## src/hdl/sha1_pkg.sv

```systemverilog
`timescale 1ns / 1ps
// ----------------------------------------------------------------------------
// SHA-1 package
// Shared types, constants and round helpers for the SHA-1 digest engine.
// ----------------------------------------------------------------------------
package sha1_pkg;

    localparam int FIFO_DEPTH_DEF = 4;

    localparam logic [31:0] IV0 = 32'h67452301;
    localparam logic [31:0] IV1 = 32'hEFCDAB89;
    localparam logic [31:0] IV2 = 32'h98BADCFE;
    localparam logic [31:0] IV3 = 32'h10325476;
    localparam logic [31:0] IV4 = 32'hC3D2E1F0;
    localparam logic [31:0] RK0 = 32'h5A827999;
    localparam logic [31:0] RK1 = 32'h6ED9EBA1;
    localparam logic [31:0] RK2 = 32'h8F1BBCDC;
    localparam logic [31:0] RK3 = 32'hCA62C1D6;
    localparam logic [7:0]  PAD_BYTE = 8'h80;

    typedef struct packed {
        logic [7:0] data_byte;
        logic       has_byte;
        logic       is_last;
    } in_item_t;

    typedef struct packed {
        logic [31:0] digest_word;
        logic [2:0]  word_index;
        logic        last_word;
    } out_item_t;

    // Command passed from front to back through the queue.
    typedef struct packed {
        logic [7:0] data_byte;
        logic       has_byte;
        logic       is_last;
    } cmd_t;

    typedef enum logic [2:0] {
        ST_IDLE,
        ST_ROUND,
        ST_PAD,
        ST_LEN,
        ST_EMIT
    } eng_state_t;

    function automatic logic [31:0] rotl(input logic [31:0] x, input int unsigned s);
        rotl = (x << s) | (x >> (32 - s));
    endfunction

endpackage

```

## src/hdl/sha1_front.sv

```systemverilog
`timescale 1ns / 1ps
// ----------------------------------------------------------------------------
// SHA-1 front end
// Accept beats, drop empty non-last items, queue the rest for the engine.
// ----------------------------------------------------------------------------
module sha1_front #(
    parameter int DEPTH = sha1_pkg::FIFO_DEPTH_DEF
) (
    input  logic              clk,
    input  logic              rst_n,
    input  sha1_pkg::in_item_t in_item,
    input  logic              in_valid,
    output logic              in_ready,
    output sha1_pkg::cmd_t    cmd,
    output logic              cmd_valid,
    input  logic              cmd_ready
);
    import sha1_pkg::*;

    localparam int AW = (DEPTH > 1) ? $clog2(DEPTH) : 1;

    cmd_t            mem_reg [DEPTH];
    logic [AW-1:0]   wr_reg, wr_next, rd_reg, rd_next;
    logic [AW:0]     cnt_reg, cnt_next;
    logic            push, pop, keep;

    assign keep      = in_item.has_byte | in_item.is_last;
    assign in_ready  = (cnt_reg != (AW+1)'(DEPTH));
    assign push      = in_valid & in_ready & keep;
    assign cmd_valid = (cnt_reg != '0);
    assign pop       = cmd_valid & cmd_ready;
    assign cmd       = mem_reg[rd_reg];

    always_comb
    begin
        wr_next  = (push) ? ((wr_reg == AW'(DEPTH-1)) ? '0 : wr_reg + 1'b1) : wr_reg;
        rd_next  = (pop)  ? ((rd_reg == AW'(DEPTH-1)) ? '0 : rd_reg + 1'b1) : rd_reg;
        cnt_next = cnt_reg + {{AW{1'b0}}, push} - {{AW{1'b0}}, pop};
    end

    always_ff @(posedge clk)
    begin
        if (push)
        begin
            mem_reg[wr_reg] <= '{data_byte: in_item.data_byte,
                                 has_byte:  in_item.has_byte,
                                 is_last:   in_item.is_last};
        end
    end

    always_ff @(posedge clk or negedge rst_n)
    begin
        if (!rst_n)
        begin
            wr_reg  <= '0;
            rd_reg  <= '0;
            cnt_reg <= '0;
        end
        else
        begin
            wr_reg  <= wr_next;
            rd_reg  <= rd_next;
            cnt_reg <= cnt_next;
        end
    end

endmodule

```

## src/hdl/sha1_back.sv

```systemverilog
`timescale 1ns / 1ps
// ----------------------------------------------------------------------------
// SHA-1 back end
// Pack bytes, run one round per cycle, pad, and stream out the digest.
// ----------------------------------------------------------------------------
module sha1_back (
    input  logic                clk,
    input  logic                rst_n,
    input  sha1_pkg::cmd_t      cmd,
    input  logic                cmd_valid,
    output logic                cmd_ready,
    output sha1_pkg::out_item_t out_item,
    output logic                out_valid,
    input  logic                out_ready
);
    import sha1_pkg::*;

    eng_state_t      state_reg, state_next;
    logic [31:0]     w_reg [16];
    logic [31:0]     h_reg [5];
    logic [31:0]     a_reg, b_reg, c_reg, d_reg, e_reg;
    logic [63:0]     bits_reg;
    logic [6:0]      rnd_reg;
    logic            fin_reg;      // final compression: emit afterwards
    logic            more_reg;     // message ends: pad or length block to come
    logic [2:0]      idx_reg;
    logic            ov_reg;
    out_item_t       ov_item_reg;

    logic [5:0]      pos;
    logic [3:0]      wsel;
    logic [1:0]      bsel;
    logic [31:0]     wi, f, k, t, sched;
    logic            take, round_done, out_free;

    assign pos        = bits_reg[8:3];
    assign wsel       = pos[5:2];
    assign bsel       = pos[1:0];
    assign out_free   = !ov_reg || out_ready;
    assign out_valid  = ov_reg;
    assign out_item   = ov_item_reg;
    assign cmd_ready  = (state_reg == ST_IDLE);
    assign take       = cmd_valid && cmd_ready;
    assign round_done = (rnd_reg == 7'd79);

    always_comb
    begin
        sched = rotl(w_reg[13] ^ w_reg[8] ^ w_reg[2] ^ w_reg[0], 1);
        wi    = (rnd_reg < 7'd16) ? w_reg[0] : sched;
        if (rnd_reg < 7'd20)
        begin
            f = (b_reg & c_reg) | (~b_reg & d_reg);
            k = RK0;
        end
        else if (rnd_reg < 7'd40)
        begin
            f = b_reg ^ c_reg ^ d_reg;
            k = RK1;
        end
        else if (rnd_reg < 7'd60)
        begin
            f = (b_reg & c_reg) | (b_reg & d_reg) | (c_reg & d_reg);
            k = RK2;
        end
        else
        begin
            f = b_reg ^ c_reg ^ d_reg;
            k = RK3;
        end
        t = rotl(a_reg, 5) + f + e_reg + k + wi;
    end

    // Next state
    always_comb
    begin
        state_next = state_reg;
        case (state_reg)
            ST_IDLE:
            begin
                if (take)
                begin
                    if (cmd.has_byte && pos == 6'd63)
                        state_next = ST_ROUND;
                    else if (cmd.is_last)
                        state_next = ST_PAD;
                end
            end
            ST_PAD:   state_next = (pos >= 6'd56) ? ST_ROUND : ST_LEN;
            ST_LEN:   state_next = ST_ROUND;
            ST_ROUND:
            begin
                if (round_done)
                begin
                    if (fin_reg)
                        state_next = ST_EMIT;
                    else if (more_reg)
                        state_next = (pos >= 6'd56) ? ST_LEN : ST_PAD;
                    else
                        state_next = ST_IDLE;
                end
            end
            ST_EMIT:
            begin
                if (out_free && idx_reg == 3'd4)
                    state_next = ST_IDLE;
            end
            default:  state_next = ST_IDLE;
        endcase
    end

    always_ff @(posedge clk or negedge rst_n)
    begin
        if (!rst_n)
        begin
            state_reg <= ST_IDLE;
            rnd_reg   <= '0;
            fin_reg   <= 1'b0;
            more_reg  <= 1'b0;
            idx_reg   <= '0;
            ov_reg    <= 1'b0;
            bits_reg  <= '0;
            h_reg     <= '{IV0, IV1, IV2, IV3, IV4};
            for (int i = 0; i < 16; i++)
                w_reg[i] <= '0;
        end
        else
        begin
            state_reg <= state_next;
            if (state_reg == ST_EMIT && out_free)
                ov_reg <= 1'b1;
            else if (out_ready)
                ov_reg <= 1'b0;
            case (state_reg)
                ST_IDLE:
                begin
                    if (take && cmd.has_byte)
                    begin
                        w_reg[wsel][8*(3-bsel) +: 8] <= cmd.data_byte;
                        bits_reg <= bits_reg + 64'd8;
                        fin_reg  <= 1'b0;
                        more_reg <= cmd.is_last;
                    end
                    rnd_reg <= '0;
                    {a_reg, b_reg, c_reg, d_reg, e_reg} <=
                        {h_reg[0], h_reg[1], h_reg[2], h_reg[3], h_reg[4]};
                end
                ST_PAD:
                begin
                    w_reg[wsel][8*(3-bsel) +: 8] <= PAD_BYTE;
                    // Length goes in only when the pad leaves room.
                    if (pos < 6'd56)
                    begin
                        fin_reg  <= 1'b0;
                        more_reg <= 1'b1;
                    end
                    else
                    begin
                        fin_reg  <= 1'b0;
                        more_reg <= 1'b1;
                    end
                    rnd_reg <= '0;
                    {a_reg, b_reg, c_reg, d_reg, e_reg} <=
                        {h_reg[0], h_reg[1], h_reg[2], h_reg[3], h_reg[4]};
                end
                ST_LEN:
                begin
                    w_reg[14] <= bits_reg[63:32];
                    w_reg[15] <= bits_reg[31:0];
                    fin_reg   <= 1'b1;
                    more_reg  <= 1'b0;
                    rnd_reg   <= '0;
                    {a_reg, b_reg, c_reg, d_reg, e_reg} <=
                        {h_reg[0], h_reg[1], h_reg[2], h_reg[3], h_reg[4]};
                end
                ST_ROUND:
                begin
                    {a_reg, b_reg, c_reg, d_reg, e_reg} <=
                        {t, a_reg, rotl(b_reg, 30), c_reg, d_reg};
                    if (round_done)
                    begin
                        h_reg[0] <= h_reg[0] + t;
                        h_reg[1] <= h_reg[1] + a_reg;
                        h_reg[2] <= h_reg[2] + rotl(b_reg, 30);
                        h_reg[3] <= h_reg[3] + c_reg;
                        h_reg[4] <= h_reg[4] + d_reg;
                        for (int i = 0; i < 16; i++)
                            w_reg[i] <= '0;
                        rnd_reg <= '0;
                        idx_reg <= '0;
                    end
                    else
                    begin
                        // Rotate the schedule window one word a round.
                        for (int i = 0; i < 15; i++)
                            w_reg[i] <= w_reg[i+1];
                        w_reg[15] <= wi;
                        rnd_reg   <= rnd_reg + 7'd1;
                    end
                end
                ST_EMIT:
                begin
                    if (out_free)
                    begin
                        ov_item_reg.digest_word <= h_reg[idx_reg];
                        ov_item_reg.word_index  <= idx_reg;
                        ov_item_reg.last_word   <= (idx_reg == 3'd4);
                        if (idx_reg == 3'd4)
                        begin
                            h_reg    <= '{IV0, IV1, IV2, IV3, IV4};
                            bits_reg <= '0;
                            idx_reg  <= '0;
                            fin_reg  <= 1'b0;
                            more_reg <= 1'b0;
                        end
                        else
                        begin
                            idx_reg  <= idx_reg + 3'd1;
                        end
                    end
                end
                default: ;
            endcase
        end
    end

    // A byte that fills the block on a last item: after that compression the
    // position is back at zero, so the pad goes in next; after a pad overflow
    // the position stays at 56 or more and only the length block follows.
endmodule

```

## src/hdl/sha1_digest_engine_top.sv

```systemverilog
`timescale 1ns / 1ps
// ----------------------------------------------------------------------------
// SHA-1 digest engine, top level
// Byte-stream SHA-1: queue front end, round-per-cycle compression back end.
// ----------------------------------------------------------------------------
//  channel | dir | payload            | handshake
//  in      | in  | in_item_t (byte)   | in_valid / in_ready
//  out     | out | out_item_t (word)  | out_valid / out_ready
//
// Each byte is written in the idle state; a full block adds 80 compression rounds.
// A last item adds the pad step, the length load, 80 or 160 rounds, then 5 beats.
// Reset (rst_n low) restores the initial chaining value and clears the queue.
// The front queue keeps taking beats, until it is full, while the back end
// runs rounds or waits on a stalled output beat.
module sha1_digest_engine_top #(
    parameter int FIFO_DEPTH = sha1_pkg::FIFO_DEPTH_DEF
) (
    input  logic                clk,
    input  logic                rst_n,
    input  sha1_pkg::in_item_t  in_item,
    input  logic                in_valid,
    output logic                in_ready,
    output sha1_pkg::out_item_t out_item,
    output logic                out_valid,
    input  logic                out_ready
);
    import sha1_pkg::*;

    cmd_t cmd;
    logic cmd_valid, cmd_ready;

    sha1_front #(.DEPTH(FIFO_DEPTH)) u_front (
        .clk, .rst_n, .in_item, .in_valid, .in_ready,
        .cmd, .cmd_valid, .cmd_ready
    );

    sha1_back u_back (
        .clk, .rst_n, .cmd, .cmd_valid, .cmd_ready,
        .out_item, .out_valid, .out_ready
    );

endmodule

```

## config.mk

```make
export PLATFORM = sky130hd
export DESIGN_NAME = sha1_digest_engine_top
export DESIGN_NICKNAME = d
export VERILOG_FILES = /design/src/hdl/sha1_pkg.sv /design/src/hdl/sha1_front.sv /design/src/hdl/sha1_back.sv /design/src/hdl/sha1_digest_engine_top.sv
export SDC_FILE = /design/constraint.sdc
export NUM_CORES = 2
export LEC_CHECK = 0
export BUFFER_PORTS_ARGS = -buffer_cell sky130_fd_sc_hd__clkbuf_2
export CAP_MARGIN = 20
export CORE_ASPECT_RATIO = 1.75
export CORE_UTILIZATION = 35
export CTS_BUF_LIST = sky130_fd_sc_hd__clkbuf_4 sky130_fd_sc_hd__clkbuf_8 sky130_fd_sc_hd__clkbuf_16
export DETAILED_ROUTE_END_ITERATION = 12
export SLEW_MARGIN = 20
export SYNTH_ARGS = -nofsm -noshare
export SYNTH_HDL_FRONTEND = slang
export SYNTH_SLANG_ARGS = --single-unit
```

## constraint.sdc

```tcl
create_clock -name clk -period 8.06 [get_ports clk]
set_input_delay 0.403 -clock clk [delete_from_list [all_inputs] [get_ports clk]]
set_output_delay 0.403 -clock clk [all_outputs]
set_load 0.01 [all_outputs]
```

# Word-level counts from Yosys, hierarchy flattened
# Memory sizes are Yosys's and may differ from the RTL's.
# Index checks and enable logic that the tools add are counted.
# Widths: inputs -> output; s select.
[op_classes]
add_sub_neg = 18
magnitude_cmp = 8
eq_ne = 17
shift = 3
muxes = 59
bitwise = 22
n_reduce_logical = 27
[op_table]
columns = ["op", "n"]
rows = [
  ["$pmux 448 s3", 1],
  ["$bwmux 512", 2],
  ["$mux 512", 2],
  ["$mux 160", 3],
  ["$pmux 160 s2", 1],
  ["$pmux 32 s2", 5],
  ["$add 32x32->32", 9],
  ["$mux 32", 9],
  ["$pmux 64 s4", 1],
  ["$mux 64", 3],
  ["$xor 32x32->32", 5],
  ["$and 32x32->32", 4],
  ["$demux 32 s4", 1],
  ["$pmux 64 s2", 1],
  ["$bmux 32 s3", 1],
  ["$or 32x32->32", 3],
  ["$add 64x4->64 const B", 1],
  ["$neg 32->34", 1],
  ["$shift 8x34->32 const A", 1],
  ["$shiftx 8x34->32", 1],
  ["$shiftx 8x34->32 const A", 1],
  ["$not 32->32", 1],
  ["$or 32x1->32", 1],
  ["$or 32x30->32", 1],
  ["other kinds (47)", 95],
]
[totals]
regBits = 955
mem_bits_rw = 40
input_bits = 14
output_inout_bits = 38
wordCells = 194
mem_count = 1
[memory_table]
columns = ["memory", "words", "word_bits", "read_ports", "rd_ports_with_merged_regs", "wr", "line", "rtl"]
rows = [
  ["u_front.mem_reg", 4, 10, 1, 0, 1, "sha1_front.sv:22", "cmd_t mem_reg [DEPTH];"],
]

# Depth between registers and ports, before layout
[depth]
ltp_word = 13
depth_mapped = 37
ltp_nobuf = 33

# Hierarchy
# From an unflattened synthesis, not the netlist that was laid out.
[hier_totals]
hier_cells = 6440
hier_area_um2 = 59579.6
[by_module_without_submodules]
columns = ["module", "instances", "cells_each", "area_per_inst_um2", "seq_area_each_um2"]
rows = [
  ["sha1_back", 1, 6348, 57681.6, 24728.7],
  ["sha1_front", 1, 92, 1898.1, 1376.3],
]

# Worst setup path before layout
# OpenSTA, ideal clock, no wires.
[synth_path]
path_kind = "flip-flop to flip-flop"
startpoint = "reg u_back.state_reg[2]"
endpoint = "reg u_back.a_reg[0] (enable)"
setup_ns = 0.698
arrival_time_ns = 7.860
required_ns = 7.362
path_slack_ns = -0.498
stages_incl_launch_ff = 5
path_buffers = 3
synth_period_minus_slack_ns = 8.558
path_cell_list = "dfrtp_1 buf_4 clkbuf_1 clkbuf_1 nor2b_1"
[synth_via]
elab_chain_cells = 4
word_cells_on_any_way = 7
cone_classes = "eq/ne: 3; reduce/logical: 4"
[synth_lines]
columns = ["item", "line", "rtl"]
rows = [
  ["start, declared", "sha1_back.sv:18", "eng_state_t state_reg, state_next;"],
  ["start signal, assigned", "sha1_back.sv:128", "state_reg <= state_next;"],
  ["$eq 3x2->1 / $logic_not 3->1 (equally long branches)", "sha1_back.sv:133", "case (state_reg)"],
  ["$reduce_or 3->1 (no source line)", "n/a", ""],
  ["$reduce_bool 2->1 (no source line) *", "n/a", ""],
  ["$reduce_and 2->1 (no source line) *", "n/a", ""],
  ["end signal, assigned", "sha1_back.sv:144", "{a_reg, b_reg, c_reg, d_reg, e_reg} <="],
  ["end signal, assigned", "sha1_back.sv:162", "{a_reg, b_reg, c_reg, d_reg, e_reg} <="],
  ["end signal, assigned", "sha1_back.sv:172", "{a_reg, b_reg, c_reg, d_reg, e_reg} <="],
  ["end, declared", "sha1_back.sv:21", "logic [31:0] a_reg, b_reg, c_reg, d_reg, e_reg;"],
]
# Every way passes the cells marked *; elsewhere a longest branch is shown, timed or not.
# A chain may end at the register's enable or synchronous reset.

# Worst setup path after layout
[layout_path]
startpoint = "reg u_back.rnd_reg[3]"
endpoint = "reg u_back.h_reg[159] (netlist bit)"
[layout_via]
elab_chain_cells = 11
word_cells_on_any_way = 21
cone_classes = "add/sub: 5; order compare: 4; eq/ne: 2; mux: 9; reduce/logical: 1"
[layout_lines]
columns = ["item", "line", "rtl"]
rows = [
  ["start, declared", "sha1_back.sv:23", "logic [6:0] rnd_reg;"],
  ["start signal, assigned", "sha1_back.sv:197", "rnd_reg <= rnd_reg + 7'd1;"],
  ["$lt 7x6->1", "sha1_back.sv:60", "else if (rnd_reg < 7'd60)"],
  ["$mux 32", "sha1_back.sv:60", ""],
  ["$mux 32", "sha1_back.sv:55", "else if (rnd_reg < 7'd40)"],
  ["$mux 32", "sha1_back.sv:50", "if (rnd_reg < 7'd20)"],
  ["$add 32x32->32 (4 in a row)", "sha1_back.sv:70", "t = rotl(a_reg, 5) + f + e_reg + k + wi;"],
  ["$add 32x32->32", "sha1_back.sv:181", "h_reg[0] <= h_reg[0] + t;"],
  ["$mux 160", "sha1_back.sv:179", "if (round_done)"],
  ["$pmux 160 s2", "sha1_back.sv:133", ""],
  ["end signal, assigned", "sha1_back.sv:122", "h_reg <= '{IV0, IV1, IV2, IV3, IV4};"],
  ["end signal, assigned", "sha1_back.sv:209", "h_reg <= '{IV0, IV1, IV2, IV3, IV4};"],
  ["end, declared", "sha1_back.sv:20", "logic [31:0] h_reg [5];"],
]
# Several ways; a longest one is shown, not always the timed one. The select of a mux whose other input is x is not followed.

==> impl_metrics.env <==
export IMPL_outcome="finished, final reports clean"
export IMPL_synth_area_sq_mm=0.0588
export IMPL_ys_ff_latch=992
export IMPL_avgSynthCellArea_sq_um=9.28
export IMPL_largest_reg_flops=512
export IMPL_drtIter0Drc=4493
export IMPL_cp_slowest_stage_delay_ns=0.54
export IMPL_worst_slew_pin_slew_ns=1.21
export IMPL_maxSlewHeadroom_pct=19.4
export IMPL_required_ns=8.69
export IMPL_synthesis_nets=6688
export IMPL_drt_wl_total_um=208000
export IMPL_ys_types=84
export IMPL_post_dp_hpwl_um=148000
export IMPL_clockBufferDepth=3
export IMPL_die_area_sq_mm=0.170
export IMPL_area_delta_synth_final_pct=11.6
export IMPL_gp_congestion=0.938
export IMPL_whs_endpoint="u_front.wr_reg[0]$_DFFE_PN0P_"
export IMPL_worstHoldPathType="in -> reg"
export IMPL_stdcell_area_sq_mm=0.0656
export IMPL_worstRegToRegCells=33
export IMPL_grt_pass1_wl_um=312000
export IMPL_htreeDepth=3
export IMPL_timing_final_max_slew_violations=0
export IMPL_grt_usage_pct=24.1
export IMPL_io_buffers=51
export IMPL_hold_path_cell_count=5
export IMPL_skew_ns=0.0392
export IMPL_critical_path_class="reg -> reg"
export IMPL_worst_setup_path_end_kind="flip-flop"
export IMPL_final_nets=6664
export IMPL_final_seq_area_sq_mm=0.0261
export IMPL_wl_per_cell_um=24.2
export IMPL_yosysWarnings=0
export IMPL_die_x_um=312
export IMPL_cts_reportedPaths_clkPinSlew_ns=0.07
export IMPL_grt_pass1_vias=50300
export IMPL_dpl_instance_area_sq_mm=0.0618
export IMPL_grt_max_degree=257
export IMPL_finalCritPeriodShare_pct=96.3
export IMPL_vias=49800
export IMPL_rsz0062_at_grt="true"
export IMPL_ios=52
export IMPL_post_route_min_period_ns=7.76
export IMPL_syn_inst=6337
export IMPL_cts_buffers=99
export IMPL_finalHoldViolCount=0
export IMPL_clkLatencyLatePin_ns=0.75
export IMPL_grt_ovfl_total=0
export IMPL_synth_async_reset_ratio_pct=76.2
export IMPL_drt_vias_per_instance=5.80
export IMPL_layout_drive_gt1_share_pct=8.95
export IMPL_synth_top_flop_cell="dfrtp_1"
export IMPL_path_max_fanout=6
export IMPL_clock_sinks=992
export IMPL_critPathLaunchType="flip-flop"
export IMPL_r2r_setup_slack_ns=0.30
export IMPL_rr_startpoint="u_back.rnd_reg[3]$_DFFE_PN0N_"
export IMPL_min_from="in_valid"
export IMPL_fp_dieH_um=544
export IMPL_route_detailed_drc=0
export IMPL_multi_input_area_sq_mm=0.0308
export IMPL_antenna_found_initial=1
export IMPL_core_area_sq_mm=0.166
export IMPL_yosysSeqAreaShare_pct=44.4
export IMPL_fmax_ghz=0.129
export IMPL_crit_arrival_ns=8.39
export IMPL_drt_pass1_iterations=6
export IMPL_cts_tree="yes"
export IMPL_most_common_layout_cells="nand2_1 (1,151), o21ai_0 (769), dfrtp_1 (674)"
export IMPL_num_fill_cells=16500
export IMPL_start_util_pct=35.3
export IMPL_postRouteAntennaNets=0
export IMPL_cp_common_cell="buf_4"
export IMPL_setup_viol=0
export IMPL_root_buffer="clkbuf_16"
export IMPL_maxCapViolCount=0
export IMPL_std_cell_rows=198
export IMPL_slowest_stage="fa_1"
export IMPL_layout_commonest_cell="nand2_1"
export IMPL_timing_rr_end="u_back.h_reg[159]$_DFFE_PN0P_"
export IMPL_synth_edff_count=236
[per-layer routing]
metal  wire length [um]  track usage, %  vias to the layer above
met3               9940            3.16                      650
met2             108000            44.2                     1713
met5                  0               0                        -
met4              17700            18.1                        0
li1                   -               -                    22600
met1              72600            25.0                    24900
[how the worst max path moves through the flow]
stage	start	end	depth (start not counted)
floorplan	u_back.rnd_reg[4]$_DFFE_PN0N_	u_back.h_reg[159]$_DFFE_PN0P_	35
global placement	u_back.rnd_reg[3]$_DFFE_PN0N_	u_back.h_reg[159]$_DFFE_PN0P_	33
detailed placement	u_back.rnd_reg[3]$_DFFE_PN0N_	u_back.h_reg[159]$_DFFE_PN0P_	33
CTS	u_back.rnd_reg[3]$_DFFE_PN0N_	u_back.h_reg[159]$_DFFE_PN0P_	33
global route	u_back.rnd_reg[3]$_DFFE_PN0N_	u_back.h_reg[159]$_DFFE_PN0P_	33
finish	u_back.rnd_reg[3]$_DFFE_PN0N_	u_back.h_reg[159]$_DFFE_PN0P_	33
[layout make-up]
| type | count | share of cell area [%] |
|---|---|---|
| repair buffers | 191 | 2.23 |
| clock inverters | 50 | 0.854 |
| inverters | 251 | 1.44 |
| multi-input cells | 4778 | 46.9 |
| diodes | 3 | 0.0114 |
| clock buffers | 137 | 4.58 |
| flip-flops and latches | 992 | 39.8 |
| well taps | 2200 | 4.20 |
[worst max-delay path: cells and delay by family, from the launching register on]
family | cells | cell delay (ns)
AO/OA/AOI/OAI | 10 | 2.01
buffers and inverters | 7 | 0.96
AND/OR/NAND/NOR | 7 | 1.33
XOR/XNOR | 3 | 0.55
flip-flops | 1 | 0.38
adder cells (fa/ha/maj) | 6 | 2.41
[metrics by stage]
stage	TNS, ns	worst slack [ns]	util (%)	hold slack (ns)	instances
2_1_floorplan	0	0.110	-	0.107	6337
6_report	0	0.299	39.4	0.130	8602
3_5_place_dp	-0.580	-0.415	37.1	0.406	8399
4_1_cts	0	0.0919	39.4	0.107	8598
5_1_grt	-0.0859	-0.0859	39.4	0.196	8600
3_3_place_gp	-0.280	-0.266	37.1	0.404	8399
[synth_stat cells, types with 114 or more instances]
master	number	area, sq um
nor2_1	447	1680
nand2_1	1153	4330
a21o_1	152	1140
inv_1	251	942
dfrtp_1	676	16900
edfxtp_1	236	7090
a31oi_1	114	713
a21oi_1	366	1830
a22oi_1	380	2850
o21ai_0	769	3850
xor2_1	115	1010
xnor2_1	188	1650
ha_1	213	2670
clkbuf_1	293	1100
fa_1	124	2480
[what timing repair did]
item,4_1_cts,5_1_grt
setup endpoints to repair,2,5
buffers inserted,0,0
hold endpoints to repair,92,0
gates resized for setup,4,7
hold buffers,12,0
pin swaps,0,1
[cell families after synthesis]
family,share of synthesized area [%]
flip-flops,44.4
AND/OR/NAND/NOR,14.0
buffers and inverters,3.63
AO/OA/AOI/OAI,22.2
XOR/XNOR,4.55
adder cells (fa/ha/maj),8.75
multiplexers,2.56
Power is not shown: default switching activity piles up to over one toggle a cycle in this logic, so the estimate is an artifact.
